## config.mk

```make
export PLATFORM = sky130hd
export DESIGN_NAME = primality_test_trial_and_sprp_core
export DESIGN_NICKNAME = d
export VERILOG_FILES = /design/src/design/ptsprp_pkg.sv /design/src/design/ptsprp_modmul.sv /design/src/design/primality_test_trial_and_sprp_core.sv
export SDC_FILE = /design/constraint.sdc
export NUM_CORES = 1
export LEC_CHECK = 0
export BUFFER_PORTS_ARGS = -buffer_cell sky130_fd_sc_hd__buf_4
export CORE_UTILIZATION = 45
export CTS_CLUSTER_DIAMETER = 50
export DETAILED_ROUTE_END_ITERATION = 10
export PLACE_DENSITY = 0.66
export SYNTH_ARGS = -nofsm -noshare
export SYNTH_HDL_FRONTEND = slang
export SYNTH_SLANG_ARGS = --single-unit
```

## constraint.sdc

```tcl
create_clock -name clk -period 21.2 [get_ports clk]
set_input_delay 2.12 -clock clk [delete_from_list [all_inputs] [get_ports clk]]
set_output_delay 2.12 -clock clk [all_outputs]
set_load 0.05 [all_outputs]
```

## src/design/ptsprp_pkg.sv

```systemverilog
`timescale 1ns / 1ps
// ----------------------------------------------------------------------------
// ptsprp_pkg
// Shared constants and the small prime table for the primality core.
// ----------------------------------------------------------------------------
package ptsprp_pkg;

    localparam int PRIME_ROM_DEPTH = 54;

    // first 54 primes, all fit in eight bits
    function automatic logic [7:0] small_prime(input logic [5:0] idx);
        logic [7:0] p;
        p = 8'd2;
        case (idx)
            6'd0:  p = 8'd2;    6'd1:  p = 8'd3;    6'd2:  p = 8'd5;
            6'd3:  p = 8'd7;    6'd4:  p = 8'd11;   6'd5:  p = 8'd13;
            6'd6:  p = 8'd17;   6'd7:  p = 8'd19;   6'd8:  p = 8'd23;
            6'd9:  p = 8'd29;   6'd10: p = 8'd31;   6'd11: p = 8'd37;
            6'd12: p = 8'd41;   6'd13: p = 8'd43;   6'd14: p = 8'd47;
            6'd15: p = 8'd53;   6'd16: p = 8'd59;   6'd17: p = 8'd61;
            6'd18: p = 8'd67;   6'd19: p = 8'd71;   6'd20: p = 8'd73;
            6'd21: p = 8'd79;   6'd22: p = 8'd83;   6'd23: p = 8'd89;
            6'd24: p = 8'd97;   6'd25: p = 8'd101;  6'd26: p = 8'd103;
            6'd27: p = 8'd107;  6'd28: p = 8'd109;  6'd29: p = 8'd113;
            6'd30: p = 8'd127;  6'd31: p = 8'd131;  6'd32: p = 8'd137;
            6'd33: p = 8'd139;  6'd34: p = 8'd149;  6'd35: p = 8'd151;
            6'd36: p = 8'd157;  6'd37: p = 8'd163;  6'd38: p = 8'd167;
            6'd39: p = 8'd173;  6'd40: p = 8'd179;  6'd41: p = 8'd181;
            6'd42: p = 8'd191;  6'd43: p = 8'd193;  6'd44: p = 8'd197;
            6'd45: p = 8'd199;  6'd46: p = 8'd211;  6'd47: p = 8'd223;
            6'd48: p = 8'd227;  6'd49: p = 8'd229;  6'd50: p = 8'd233;
            6'd51: p = 8'd239;  6'd52: p = 8'd241;  6'd53: p = 8'd251;
            default: p = 8'd251;
        endcase
        return p;
    endfunction

    // modular multiplier request
    typedef struct packed {
        logic go;
    } mm_ctrl_t;

endpackage

```

## src/design/ptsprp_modmul.sv

```systemverilog
`timescale 1ns / 1ps
// ----------------------------------------------------------------------------
// ptsprp_modmul
// Bit-serial modular multiplier: a*b mod m, one multiplier bit per cycle.
// ----------------------------------------------------------------------------
module ptsprp_modmul
    import ptsprp_pkg::*;
#(
    parameter int W = 32
)
(
    input  logic         clk,
    input  logic         rst_n,
    input  mm_ctrl_t     ctrl,
    input  logic [W-1:0] a,
    input  logic [W-1:0] b,
    input  logic [W-1:0] m,
    output logic         done,
    output logic [W-1:0] p
);

    localparam int CW = $clog2(W + 1);

    logic [W-1:0]  acc_reg, acc_next;
    logic [W-1:0]  a_reg, a_next;
    logic [W-1:0]  b_reg, b_next;
    logic [W-1:0]  m_reg, m_next;
    logic [CW-1:0] cnt_reg, cnt_next;
    logic          busy_reg, busy_next;
    logic          done_reg, done_next;
    logic [W:0]    dbl;
    logic [W:0]    dbl_red;
    logic [W:0]    sum;
    logic [W-1:0]  acc2;

    // Horner from the top bit: acc = 2*acc (+a), reduced each step
    always_comb
    begin
        dbl     = {acc_reg, 1'b0};
        dbl_red = (dbl >= {1'b0, m_reg}) ? dbl - {1'b0, m_reg} : dbl;
        acc2    = dbl_red[W-1:0];
        sum     = {1'b0, acc2} + (b_reg[W-1] ? {1'b0, a_reg} : '0);
        if (sum >= {1'b0, m_reg})
            sum = sum - {1'b0, m_reg};
        acc_next  = acc_reg;
        a_next    = a_reg;
        b_next    = b_reg;
        m_next    = m_reg;
        cnt_next  = cnt_reg;
        busy_next = busy_reg;
        done_next = 1'b0;
        if (ctrl.go)
        begin
            acc_next  = '0;
            a_next    = a;
            b_next    = b;
            m_next    = m;
            cnt_next  = CW'(W);
            busy_next = 1'b1;
        end
        else if (busy_reg)
        begin
            acc_next = sum[W-1:0];
            b_next   = {b_reg[W-2:0], 1'b0};
            cnt_next = cnt_reg - 1'b1;
            if (cnt_reg == CW'(1))
            begin
                busy_next = 1'b0;
                done_next = 1'b1;
            end
        end
    end

    always_ff @(posedge clk or negedge rst_n)
    begin
        if (!rst_n)
        begin
            busy_reg <= 1'b0;
            done_reg <= 1'b0;
            cnt_reg  <= '0;
        end
        else
        begin
            busy_reg <= busy_next;
            done_reg <= done_next;
            cnt_reg  <= cnt_next;
        end
    end

    always_ff @(posedge clk)
    begin
        acc_reg <= acc_next;
        a_reg   <= a_next;
        b_reg   <= b_next;
        m_reg   <= m_next;
    end

    assign done = done_reg;
    assign p    = acc_reg;

endmodule

```

## src/design/primality_test_trial_and_sprp_core.sv

```systemverilog
`timescale 1ns / 1ps
// ----------------------------------------------------------------------------
// primality_test_trial_and_sprp_core
// Trial division by small primes, then a base-2 strong probable-prime test.
// ----------------------------------------------------------------------------
// Usage: drive candidate and pulse start while busy is low; the transaction is
// taken at that edge and busy rises. When the verdict is ready, done strobes
// for exactly one cycle with is_prime valid; busy falls in the same cycle.
// Trial division is bit-serial and tries up to NUM_SMALL_PRIMES primes,
// clamped to between 1 and PRIME_ROM_DEPTH. The SPRP phase uses one
// bit-serial modular multiplier: a set exponent bit costs a multiply and a
// square, a clear one a square alone, and each check step one squaring.
// Candidates below two go straight to the verdict; a factor that is found
// ends the test as soon as its division completes.
// One candidate at a time; a new start is taken in the cycle done shows.
// Reset returns the block to idle and drops any transaction in flight.
// The receiver cannot stall: done is never held.
// ----------------------------------------------------------------------------
module primality_test_trial_and_sprp_core
    import ptsprp_pkg::*;
#(
    parameter int NUM_SMALL_PRIMES = 50,
    parameter int NUMBER_WIDTH     = 32
)
(
    input  logic                    clk,
    input  logic                    rst_n,
    input  logic                    start,
    input  logic [NUMBER_WIDTH-1:0] candidate,
    output logic                    busy,
    output logic                    done,
    output logic                    is_prime
);

    localparam int W   = NUMBER_WIDTH;
    localparam int CW  = $clog2(W + 1);
    localparam int NP  = (NUM_SMALL_PRIMES < 1) ? 1 :
                         ((NUM_SMALL_PRIMES > PRIME_ROM_DEPTH) ? PRIME_ROM_DEPTH
                                                               : NUM_SMALL_PRIMES);
    localparam logic [5:0] LAST_IDX = 6'(NP - 1);

    typedef enum logic [8:0] {
        S_IDLE  = 9'b000000001,
        S_DIVLD = 9'b000000010,
        S_DIV   = 9'b000000100,
        S_BOUND = 9'b000001000,
        S_SPLIT = 9'b000010000,
        S_EXP   = 9'b000100000,
        S_MUL   = 9'b001000000,
        S_SQR   = 9'b010000000,
        S_DONE  = 9'b100000000
    } state_t;

    typedef enum logic [1:0] {
        OP_EXP_MUL = 2'd0,
        OP_EXP_SQR = 2'd1,
        OP_CHK_SQR = 2'd2
    } op_t;

    state_t        state_reg, state_next;
    op_t           op_reg, op_next;
    logic [W-1:0]  n_reg, n_next;
    logic [W-1:0]  sh_reg, sh_next;      // dividend bits / exponent bits
    logic [8:0]    rem_reg, rem_next;    // bit-serial remainder
    logic [CW-1:0] cnt_reg, cnt_next;
    logic [5:0]    idx_reg, idx_next;
    logic [W-1:0]  r_reg, r_next;        // accumulator
    logic [W-1:0]  base_reg, base_next;
    logic [CW-1:0] p_reg, p_next;        // twos in n-1
    logic          res_reg, res_next;
    logic          done_reg, done_next;

    logic [7:0]    prime;
    logic [8:0]    rem_sh;
    logic [W-1:0]  nm1;
    mm_ctrl_t      mm_ctrl;
    logic [W-1:0]  mm_a, mm_b;
    logic          mm_done;
    logic [W-1:0]  mm_p;
    logic [2*W-1:0] top_sq;

    assign prime  = small_prime(idx_reg);
    assign rem_sh = {rem_reg[7:0], sh_reg[W-1]};
    assign nm1    = n_reg - 1'b1;
    assign top_sq = (2*W)'(small_prime(LAST_IDX)) * (2*W)'(small_prime(LAST_IDX));

    ptsprp_modmul #(.W(W)) u_modmul
    (
        .clk   (clk),
        .rst_n (rst_n),
        .ctrl  (mm_ctrl),
        .a     (mm_a),
        .b     (mm_b),
        .m     (n_reg),
        .done  (mm_done),
        .p     (mm_p)
    );

    // sequencer
    always_comb
    begin
        state_next  = state_reg;
        op_next     = op_reg;
        n_next      = n_reg;
        sh_next     = sh_reg;
        rem_next    = rem_reg;
        cnt_next    = cnt_reg;
        idx_next    = idx_reg;
        r_next      = r_reg;
        base_next   = base_reg;
        p_next      = p_reg;
        res_next    = res_reg;
        done_next   = 1'b0;
        mm_ctrl.go  = 1'b0;
        mm_a        = r_reg;
        mm_b        = base_reg;
        case (state_reg)
            S_IDLE:
            begin
                if (start)
                begin
                    n_next   = candidate;
                    idx_next = '0;
                    if (candidate < W'(2))
                    begin
                        res_next   = 1'b0;
                        state_next = S_DONE;
                    end
                    else
                        state_next = S_DIVLD;
                end
            end
            S_DIVLD:
            begin
                // stop at first prime not below n
                if (W'(prime) >= n_reg || idx_reg > LAST_IDX)
                    state_next = S_BOUND;
                else
                begin
                    sh_next    = n_reg;
                    rem_next   = '0;
                    cnt_next   = CW'(W);
                    state_next = S_DIV;
                end
            end
            S_DIV:
            begin
                // restoring division, one dividend bit per cycle
                sh_next  = {sh_reg[W-2:0], 1'b0};
                rem_next = (rem_sh >= {1'b0, prime}) ? rem_sh - {1'b0, prime} : rem_sh;
                cnt_next = cnt_reg - 1'b1;
                if (cnt_reg == CW'(1))
                begin
                    if (rem_next == '0)
                    begin
                        res_next   = 1'b0;
                        state_next = S_DONE;
                    end
                    else if (idx_reg == LAST_IDX)
                        state_next = S_BOUND;
                    else
                    begin
                        idx_next   = idx_reg + 1'b1;
                        state_next = S_DIVLD;
                    end
                end
            end
            S_BOUND:
            begin
                if (top_sq >= (2*W)'(n_reg))
                begin
                    res_next   = 1'b1;
                    state_next = S_DONE;
                end
                else
                begin
                    sh_next    = nm1;
                    p_next     = '0;
                    state_next = S_SPLIT;
                end
            end
            S_SPLIT:
            begin
                // strip twos from n-1, one per cycle
                if (sh_reg[0] == 1'b0)
                begin
                    sh_next = {1'b0, sh_reg[W-1:1]};
                    p_next  = p_reg + 1'b1;
                end
                else
                begin
                    r_next     = W'(1);
                    base_next  = W'(2);
                    state_next = S_EXP;
                end
            end
            S_EXP:
            begin
                // right-to-left square and multiply
                if (sh_reg == '0)
                begin
                    if (r_reg == W'(1) || r_reg == nm1)
                    begin
                        res_next   = 1'b1;
                        state_next = S_DONE;
                    end
                    else
                    begin
                        cnt_next   = CW'(1);
                        state_next = S_SQR;
                    end
                end
                else if (sh_reg[0])
                begin
                    mm_ctrl.go = 1'b1;
                    op_next    = OP_EXP_MUL;
                    state_next = S_MUL;
                end
                else
                begin
                    mm_ctrl.go = 1'b1;
                    mm_a       = base_reg;
                    op_next    = OP_EXP_SQR;
                    state_next = S_MUL;
                end
            end
            S_MUL:
            begin
                if (mm_done)
                begin
                    case (op_reg)
                        OP_EXP_MUL:
                        begin
                            r_next     = mm_p;
                            mm_ctrl.go = 1'b1;
                            mm_a       = base_reg;
                            op_next    = OP_EXP_SQR;
                        end
                        OP_EXP_SQR:
                        begin
                            base_next  = mm_p;
                            sh_next    = {1'b0, sh_reg[W-1:1]};
                            state_next = S_EXP;
                        end
                        OP_CHK_SQR:
                        begin
                            r_next = mm_p;
                            if (mm_p == nm1)
                            begin
                                res_next   = 1'b1;
                                state_next = S_DONE;
                            end
                            else
                            begin
                                cnt_next   = cnt_reg + 1'b1;
                                state_next = S_SQR;
                            end
                        end
                        default:
                        begin
                            state_next = S_SQR;
                        end
                    endcase
                end
            end
            S_SQR:
            begin
                if (cnt_reg >= p_reg)
                begin
                    res_next   = 1'b0;
                    state_next = S_DONE;
                end
                else
                begin
                    mm_ctrl.go = 1'b1;
                    mm_b       = r_reg;
                    op_next    = OP_CHK_SQR;
                    state_next = S_MUL;
                end
            end
            S_DONE:
            begin
                done_next  = 1'b1;
                state_next = S_IDLE;
            end
            default:
            begin
                state_next = S_IDLE;
            end
        endcase
    end

    always_ff @(posedge clk or negedge rst_n)
    begin
        if (!rst_n)
        begin
            state_reg <= S_IDLE;
            op_reg    <= OP_EXP_MUL;
            cnt_reg   <= '0;
            idx_reg   <= '0;
            p_reg     <= '0;
            done_reg  <= 1'b0;
            res_reg   <= 1'b0;
        end
        else
        begin
            state_reg <= state_next;
            op_reg    <= op_next;
            cnt_reg   <= cnt_next;
            idx_reg   <= idx_next;
            p_reg     <= p_next;
            done_reg  <= done_next;
            res_reg   <= res_next;
        end
    end

    always_ff @(posedge clk)
    begin
        n_reg    <= n_next;
        sh_reg   <= sh_next;
        rem_reg  <= rem_next;
        r_reg    <= r_next;
        base_reg <= base_next;
    end

    assign busy     = (state_reg != S_IDLE);
    assign done     = done_reg;
    assign is_prime = res_reg;

endmodule

```

Word-level counts from Yosys, hierarchy flattened
Memory sizes are Yosys's and may differ from the RTL's.
Cells that the tools add are included.
Widths: inputs -> output; s select.
{"block": "classes", "mux": 91, "reduce_logical": 27, "n_lt_le_gt_ge": 8, "n_eq_ne": 43, "addsub": 10}
{"operator": "$mux 32", "n": 22}
{"operator": "$pmux 32 s2", "n": 3}
{"operator": "$pmux 32 s5", "n": 1}
{"operator": "$mux 9", "n": 12}
{"operator": "$mux 6", "n": 14}
{"operator": "$pmux 9 s8", "n": 1}
{"operator": "$ge 33x32->1", "n": 2}
{"operator": "$eq 32x32->1", "n": 2}
{"operator": "$sub 32x32->32", "n": 2}
{"operator": "$ne 2x2->1 const B", "n": 22}
{"operator": "$add 32x32->33", "n": 1}
{"operator": "$eq 32x1->1 const B", "n": 1}
{"operator": "$ge 16x32->1 const A", "n": 1}
{"operator": "$ge 8x32->1", "n": 1}
{"operator": "$logic_not 32->1", "n": 1}
{"operator": "$lt 32x2->1 const B", "n": 1}
{"operator": "$sub 32x1->32 const B", "n": 1}
{"operator": "$pmux 9 s3", "n": 1}
{"operator": "$pmux 6 s2", "n": 2}
{"operator": "$pmux 6 s4", "n": 1}
{"operator": "$mux 1", "n": 23}
{"operator": "$reduce_and 5->1", "n": 4}
{"operator": "$add 6x1->6 const B", "n": 3}
{"operator": "$pmux 8 s2", "n": 1}
{"operator": "other kinds (41)", "n": 56}
{"block": "word_totals", "in_bits": 35, "rom_bits": 512, "output_inout_bits": 3, "elab_cells": 200, "ff_bits": 303, "mem_count": 1}
{"name": "(no name shown)", "words": 64, "word_bits": 8, "rd": 1, "rd_ports_with_merged_regs": 0, "wr": 0, "line_no": "ptsprp_pkg.sv:14", "text": "case (idx)"}

Depth between registers and ports, before layout
Gate-level depths: netlist (run 1).
An unclocked memory read counts as a cell.
{"block": "depth", "ltp_word": 7, "ltp_mapped": 35, "ltp_nobuf": 33}

Modules after synthesis
Synthesis (run 1) repeated with hierarchy kept, for this count alone.
{"block": "hier_totals", "cells_unflattened": 2609, "hier_area_um2": 23897.9}
{"module": "primality_test_trial_and_sprp_core", "seq_area_each_um2": 4860.9, "instances": 1, "cells_per_inst": 1386, "area_each_um2": 12908.6}
{"module": "ptsprp_modmul", "seq_area_each_um2": 3723.6, "instances": 1, "cells_per_inst": 1223, "area_each_um2": 10989.3}

Least setup slack after synthesis (run 1)
Ideal clock, no wire load.
{"block": "synth_path", "path_type": "reg-to-reg", "start": "register u_modmul.m_reg[1]", "end": "register u_modmul.acc_reg[18], in the netlist u_modmul.p[18]", "path_buffers": 2, "synth_period_minus_slack_ns": 7.271, "t_arrival_ns": 7.083, "setup_slack_ns": 13.929, "setup_ns": 0.188, "t_required_ns": 21.012, "stages_incl_launch_ff": 33, "path_cell_list": "edfxtp_1 -> inv_1 -> ha_1 -> nand2b_1 -> a21oi_1 -> o41ai_1 -> o31ai_1 -> a32o_1 -> o221ai_1 -> o21ai_0 -> a21oi_1 -> clkbuf_1 -> o21ai_0 -> ha_1 -> a211oi_1 -> nor2_1 -> o21ai_0 -> o31ai_1 -> nor3_1 -> o21bai_1 -> a21oi_1 -> xnor2_1 -> ha_1 -> nand2_1 -> o21ai_0 -> nor3_1 -> o21bai_1 -> o21ai_0 -> o311a_1 -> o211ai_1 -> clkbuf_1 -> mux2i_1 -> a211oi_1"}
{"block": "synth_via", "elab_chain_cells": 5, "word_cells_on_any_way": 7, "cone_classes": "add/sub (3); order compare (2); mux (2)"}
{"element": "start: declaration", "line_no": "ptsprp_modmul.sv:27", "text": "logic [W-1:0] m_reg, m_next;"}
{"element": "start signal: assignment", "line_no": "ptsprp_modmul.sv:95", "text": "m_reg <= m_next;"}
{"element": "$sub 32x32->32 or $ge 33x32->1 (tied branches)", "line_no": "ptsprp_modmul.sv:40", "text": "dbl_red = (dbl >= {1'b0, m_reg}) ? dbl - {1'b0, m_reg} : dbl;"}
{"element": "$mux 32", "line_no": "ptsprp_modmul.sv:40"}
{"element": "$add 32x32->33", "line_no": "ptsprp_modmul.sv:42", "text": "sum = {1'b0, acc2} + (b_reg[W-1] ? {1'b0, a_reg} : '0);"}
{"element": "$sub 32x32->32 or $ge 33x32->1 (tied branches)", "line_no": "ptsprp_modmul.sv:44, ptsprp_modmul.sv:43"}
{"element": "$mux 32 (*)", "line_no": "ptsprp_modmul.sv:43", "text": "if (sum >= {1'b0, m_reg})"}
{"element": "end signal: assignment", "line_no": "ptsprp_modmul.sv:92", "text": "acc_reg <= acc_next;"}
{"element": "end: declaration", "line_no": "ptsprp_modmul.sv:24", "text": "logic [W-1:0] acc_reg, acc_next;"}
Mark *: on every way between the ends. The rest lies on a longest branch, timed or not.
A chain may end at the register's enable or synchronous reset.

Final worst setup path (run 1)
{"block": "layout_path", "start": "register u_modmul.m_reg[1]", "end": "register u_modmul.acc_reg[8], in the netlist u_modmul.p[8]"}
The elaborated chain is that of the path after synthesis.

==> impl_metrics.py, run 1 <==
metrics = {
    "run_status": {
        "status": "complete, no violations",
    },
    "placed_design": {
        "io_buffer_count": 37,
        "gp_congestion": 0.967,
        "hpwlAfterDp_um": 52800,
        "dp_slack_ps": 12300,
    },
    "routing": {
        "dr.pass1.iters": 8,
        "ant_nets": 0,
        "wire_per_inst_um": 22.3,
        "via_count": 19300,
        "drt-total-wl_um": 69700,
        "via_per_inst": 6.18,
        "drt_iter0_drc": 2403,
        "route.detailed.drc": 0,
    },
    "critical_path": {
        "worstPathMaxFanout": 63,
        "cp.arrival_ps": 9510,
        "cp.required_ps": 21700,
        "crit_top_cell": "o21ai_0",
        "worstSetupEndpointType": "flop",
        "timing.critical_path.from_type": "flop",
        "slowest_delay_ps": 630,
        "startpoint": "u_modmul.m_reg[1]$_DFFE_PP_",
        "critPathSlowestCell": "o211ai_1",
        "worstSetupPathType": "flop to flop",
        "timing.rr.start": "u_modmul.m_reg[1]$_DFFE_PP_",
    },
    "logic_synthesis": {
        "synthXorXnorAreaFrac_pct": 6.83,
        "synth_compound_area_share_pct": 18.4,
        "synth_cell_types": 89,
        "yosys.area_share.simple_pct": 19.6,
        "netlist_area_mm2": 0.0224,
        "synth_top_family_by_area": "simple AND/OR/NAND/NOR gates",
        "yosys_most_used_dff": "edfxtp_1",
        "ys_seq_elements": 303,
        "yosysWarningCount": 0,
        "syn-mean-instance-area_um2": 9.17,
        "synth_edf_count": 232,
        "ys_seq_area_share_pct": 38.3,
        "synthArstFlopShare_pct": 12.9,
        "synth_mux_area_share_pct": 4.77,
        "syn_inst": 2446,
        "synth_fa_ha_area_share_pct": 8.22,
        "syn_nets": 2625,
    },
    "sta": {
        "drv_slew": 0,
        "timing.slew.headroom_pct": 27.7,
        "tightestPinTransition_ps": 1070,
        "worst_slack_ps": 12190,
        "finalClockSkew_ps": 17.7,
        "hold_violations": 0,
        "fmax_mhz": 111,
        "rsz0062_at_grt": "false",
        "min_period_ps": 9010,
        "tns_ps": 0,
        "setup_viol": 0,
        "min_period_over_period_pct": 42.5,
        "holdWs_ps": 533,
    },
    "clocking": {
        "numCtsBuffers": 40,
        "clockBufferDepth": 3,
        "insertion_delay_ps": 570,
        "cts-resized-gates": 0,
        "post-cts-setup-buffers": 0,
        "holdBufCountCts": 0,
        "htree_levels": 2,
        "cts_tree": "yes",
        "clock_sinks": 303,
        "root_buffer": "clkbuf_16",
        "clkSlewWorstSetupHoldPaths_ps": 60,
    },
    "layout": {
        "nets": 2609,
        "drive_gt1_share_pct": 8.54,
        "fill_cells": 4524,
        "multi_input_area_mm2": 0.0130,
        "syn2layout_area_growth_pct": 10.1,
        "utilization_pct": 50.3,
        "regArea_mm2": 0.00859,
    },
    "grt": {
        "overflow": 0,
        "grt_max_degree": 74,
        "grt_pass1_wl_um": 107000,
        "grtUsageTotal_pct": 27.4,
        "grt_pass1_vias": 18100,
        "antenna_found_initial": 0,
    },
    "die": {
        "io_pins": 38,
        "die_y_um": 225,
        "rows": 81,
        "die_w_um": 225,
        "start_util_pct": 45.7,
        "core-area_mm2": 0.0491,
        "die-area_mm2": 0.0507,
    },
    "power_and_ir_drop": {
        "power_density_mw_per_mm2": 73.8,
        "vdd_drop_max_mv": 0.0760,
        "power_mw": 1.82,
        "leakage_nw": 9.40,
    },
    "min_path": {
        "hold_class": "flop to flop",
        "min-delay-start": "p_reg[0]$_DFFE_PN0P_",
    },
    "job": {
        "cap_violations": 0,
    },
}
-- cells in the final DEF (no fill, tap or decap), types with 12 or more instances in the layout --
cell type  Yosys  final
or4_1         19     19
a21o_1        46     46
a211oi_1      25     25
o211ai_1      16     16
ha_1         140    140
nand3_1       39     39
or3_1         29     29
a31oi_1       20     19
nor4_1        61     60
buf_4          0     66
o21bai_1      12     12
o21a_1        21     21
dfrtp_1       38     37
nand2_1      221    221
mux2i_1       63     63
o31ai_1       16     16
and2_1        74     74
inv_1        103    103
xor2_1        56     56
nand4_1       38     38
o21ai_0      205    205
nor2b_1       21     21
nor3_1        55     55
mux2_2        37     37
and3_1        13     13
clkbuf_16      0     41
a221oi_1      12     12
nand2b_1      32     32
xnor2_1      106    106
dfxtp_1       32     32
or2_2         12     12
nor2_1       166    166
a21oi_1      172    171
edfxtp_1     232    232
-- cell families after synthesis --
logic type	after synthesis
DFF	303
xor gates and xnor gates	167
muxes	101
AOI/OAI and AO/OA	656
and+or+nand+nor	844
buffers and inverters	230
adders and majority gates	145
-- power by group --
group,leakage (nW),switching [mW],internal (mW)
sequential,2.59,0.0888,0.698
clock,0.659,0.279,0.425
combinational,6.15,0.201,0.128
total,9.40,0.569,1.25
-- layer usage --
layer	part of all wire [%]	GRT usage (%)
met2	43	41.3
met1	45	39.5
met4	3.8	10.9
met3	8.3	4.00
met5	0	0
-- metrics by stage --
step / cells / area, µm²
2_1_floorplan: 2446 / 22400
3_3_place_gp: 3052 / 23300
3_5_place_dp: 3052 / 23300
4_1_cts: 3122 / 24700
5_1_grt: 3122 / 24700
6_report: 3123 / 24700
-- synthesized netlist by cell type (37+ instances only) --
cell type,number,area [µm²]
a21o_1,46,345
a21oi_1,172,861
and2_1,74,463
clkbuf_1,109,409
dfrtp_1,38,951
edfxtp_1,232,6970
ha_1,140,1750
inv_1,103,387
mux2_2,37,417
mux2i_1,63,631
nand2_1,221,830
nand3_1,39,195
nand4_1,38,238
nor2_1,166,623
nor3_1,55,275
nor4_1,61,382
o21ai_0,205,1030
xnor2_1,106,928
xor2_1,56,490
-- critical path, delay by kind of cell, from the launching register on --
kind	cells	cell delay, ps
compound gates	20	5060
buf+inv	4	1310
simple gates	7	1040
fa+ha+maj	3	950
flops	1	430
xor+xnor	1	120
-- path summary, 6_finish.rpt --
path / end / slack [ps] / depth (start not counted)
min in group asynchronous: state_reg[3]$_DFFE_PN0P_ / 1540 / 1
min: p_reg[0]$_DFFE_PN0P_ / 530 / 1
max reg2reg: u_modmul.p[8]$_SDFFE_PP0P_ / 12190 / 35
max in group asynchronous: u_modmul.busy_reg$_DFF_PN0_ / 19260 / 1
max: u_modmul.p[8]$_SDFFE_PP0P_ / 12190 / 35
min reg2reg: p_reg[0]$_DFFE_PN0P_ / 530 / 1
-- cell type report --
class                      count  share of cell area, %
multi-input combinational   1913                   52.7
tap                          664                   3.37
clock inverter                22                   1.21
antenna                        1                 0.0101
timing repair buffer          66                   2.01
sequential                   303                   34.8
clock buffer                  48                   4.31
inverter                     106                   1.61
Note: power is estimated with default switching activity, not from simulation.
==> inputs of run 2 (changes only) <==
==> constraint.sdc (replaced) <==
create_clock -name clk -period 8.5 [get_ports clk]
set_input_delay 0.85 -clock clk [delete_from_list [all_inputs] [get_ports clk]]
set_output_delay 0.85 -clock clk [all_outputs]
set_load 0.05 [all_outputs]
==> run 2 against run 1 <==
Total power increased to 2.5 times the previous value. Via count rose by 1.6%. Die area is the same. Utilization increased by 0.68 points. Largest power group unchanged.
==> impl_metrics.py, run 2 (same netlist as run 1, synthesis figures left out) <==
metrics = {
    "run_status": {
        "status": "complete, no violations",
    },
    "die": {
        "core-area_mm2": 0.0491,
        "io_pins": 38,
        "die-area_mm2": 0.0507,
        "die_w_um": 225,
        "start_util_pct": 45.7,
        "die_y_um": 225,
        "rows": 81,
    },
    "sta": {
        "timing.slew.headroom_pct": 20.9,
        "holdWs_ps": 240,
        "hold_violations": 0,
        "rsz0062_at_grt": "false",
        "tns_ps": 0,
        "min_period_over_period_pct": 93.6,
        "fmax_mhz": 126,
        "tightestPinTransition_ps": 1180,
        "finalClockSkew_ps": 36.6,
        "drv_slew": 0,
        "setup_viol": 0,
        "min_period_ps": 7960,
    },
    "critical_path": {
        "timing.critical_path.from_type": "flop",
        "critPathSlowestCell": "o31ai_1",
        "timing.rr.start": "u_modmul.m_reg[9]$_DFFE_PP_",
        "r2r_end": "u_modmul.p[2]$_SDFFE_PP0P_",
        "worstSetupPathType": "flop to flop",
        "cp.required_ps": 8950,
        "r2r_slack_ps": 540,
        "crit_top_cell": "ha_1",
        "slowest_delay_ps": 600,
        "path_delay_family": "compound AO/OA/AOI/OAI gates",
        "path_buf_inv": 3,
        "worstPathMaxFanout": 33,
        "reg2reg_depth": 31,
        "worstSetupEndpointType": "flop",
        "cp.arrival_ps": 8410,
    },
    "placed_design": {
        "hpwlAfterDp_um": 53500,
        "io_buffer_count": 37,
        "placed_cell_area_mm2": 0.0235,
        "gp_congestion": 0.992,
    },
    "job": {
        "cap_violations": 0,
    },
    "routing": {
        "via_count": 19600,
        "wire_per_inst_um": 22.4,
        "via_per_inst": 6.21,
        "ant_nets": 0,
        "drt-total-wl_um": 70800,
        "route.detailed.drc": 0,
        "dr.pass1.iters": 9,
        "drt_iter0_drc": 2373,
    },
    "clocking": {
        "clock_sinks": 303,
        "root_buffer": "clkbuf_16",
        "insertion_delay_ps": 600,
        "clockBufferDepth": 3,
        "cts_tree": "yes",
        "holdBufCountCts": 0,
        "clkSlewWorstSetupHoldPaths_ps": 60,
        "numCtsBuffers": 45,
        "htree_levels": 2,
    },
    "power_and_ir_drop": {
        "power_density_mw_per_mm2": 184,
        "seq_power_share_pct": 42.6,
        "p_int_mw": 3.11,
        "power_frac_comb_pct": 17.7,
        "switching_share_pct": 32.3,
        "leakage_nw": 9.60,
        "pwr-share-clk_pct": 39.7,
        "power_switching_mw": 1.48,
        "vdd_drop_max_mv": 0.183,
    },
    "grt": {
        "grt_pass1_wl_um": 107000,
        "antenna_found_initial": 1,
        "grt_pass1_vias": 18300,
        "grtUsageTotal_pct": 27.5,
        "overflow": 0,
        "grt_max_degree": 74,
    },
    "layout": {
        "multi_input_area_mm2": 0.0130,
        "diodes": 0,
        "regArea_mm2": 0.00859,
        "layout_commonest_cell": "edfxtp_1",
        "utilization_pct": 51.0,
        "final_cell_mix": "232 x edfxtp_1, 221 x nand2_1, 203 x o21ai_0",
        "nets": 2640,
        "fill_cells": 4519,
        "final_area_mm2": 0.0250,
        "syn2layout_area_growth_pct": 11.5,
        "drive_gt1_share_pct": 10.0,
    },
    "min_path": {
        "hold_class": "input port to async pin",
    },
}
-- run 2: cell types whose count changed in the layout (fill, tap and decap cells not counted), sizes merged --
cell | previous run | this run
clkinv | 9 | 14
inv | 112 | 119
a21oi | 172 | 173
bufinv | 5 | 1
clkinvlp | 2 | 4
buf | 66 | 91
diode | 1 | 0
-- run 2: per-stage QoR --
| stage | cells | setup slack (ps) | total power, mW |
|---|---|---|---|
| 5_1_grt | 3158 | 12.5 | 4.77 |
| 3_5_place_dp | 3077 | 302 | 2.77 |
| 3_3_place_gp | 3077 | 483 | 2.76 |
| 6_report | 3158 | 541 | 4.60 |
| 4_1_cts | 3157 | 282 | 4.61 |
| 2_1_floorplan | 2446 | 1230 | 2.49 |
-- run 2: final cells by class --
cell class / count / share of cell area (%)
clock buffer: 48 / 4.63
clock inverter: 32 / 1.27
inverter: 106 / 1.59
multi-input combinational: 1914 / 52.1
sequential: 303 / 34.3
tap: 664 / 3.32
timing repair buffer: 91 / 2.78
-- run 2: what timing repair did --
item                       CTS  global route
resized for setup            0             5
hold endpoints to repair     0             0
setup buffers                0             0
setup endpoints to repair    0            32
-- run 2: power by group through the flow --
| stage | sequential [mW] | combinational [mW] | clock [mW] |
|---|---|---|---|
| after global routing | 1.97 | 0.899 | 1.91 |
| after floorplan | 1.84 | 0.649 | 0 |
| final | 1.96 | 0.816 | 1.82 |
| after global placement | 1.97 | 0.784 | 0 |
| after detailed placement | 1.97 | 0.799 | 0 |
| after CTS | 1.95 | 0.805 | 1.86 |
-- run 2: how the worst max path moves through the flow --
stage,from,end,slack [ps],cells after the start
after detailed placement,u_modmul.m_reg[1]$_DFFE_PP_,u_modmul.p[0]$_SDFFE_PP0P_,300,29
after CTS,u_modmul.m_reg[1]$_DFFE_PP_,u_modmul.p[0]$_SDFFE_PP0P_,280,29
after floorplan,u_modmul.m_reg[1]$_DFFE_PP_,u_modmul.p[18]$_SDFFE_PP0P_,1230,32
final,u_modmul.m_reg[9]$_DFFE_PP_,u_modmul.p[2]$_SDFFE_PP0P_,540,31
after global routing,u_modmul.m_reg[1]$_DFFE_PP_,u_modmul.p[8]$_SDFFE_PP0P_,10,33
after global placement,u_modmul.m_reg[1]$_DFFE_PP_,u_modmul.p[0]$_SDFFE_PP0P_,480,29
-- run 2: worst reg2reg max path, delay by kind of cell, from the launching register on --
family          cells  cell delay (ps)
flops               1              320
compound gates     18             4550
xor+xnor            1              270
buf+inv             3              370
simple gates        5              980
fa+ha+maj           4             1330
-- run 2: metal layers --
layer,wire length (µm),GRT usage [%],up-vias
met5,0,0,-
met4,3290,12.8,0
met3,5820,4.17,164
met2,30300,40.7,870
met1,31400,39.3,9432
li1,-,-,9139
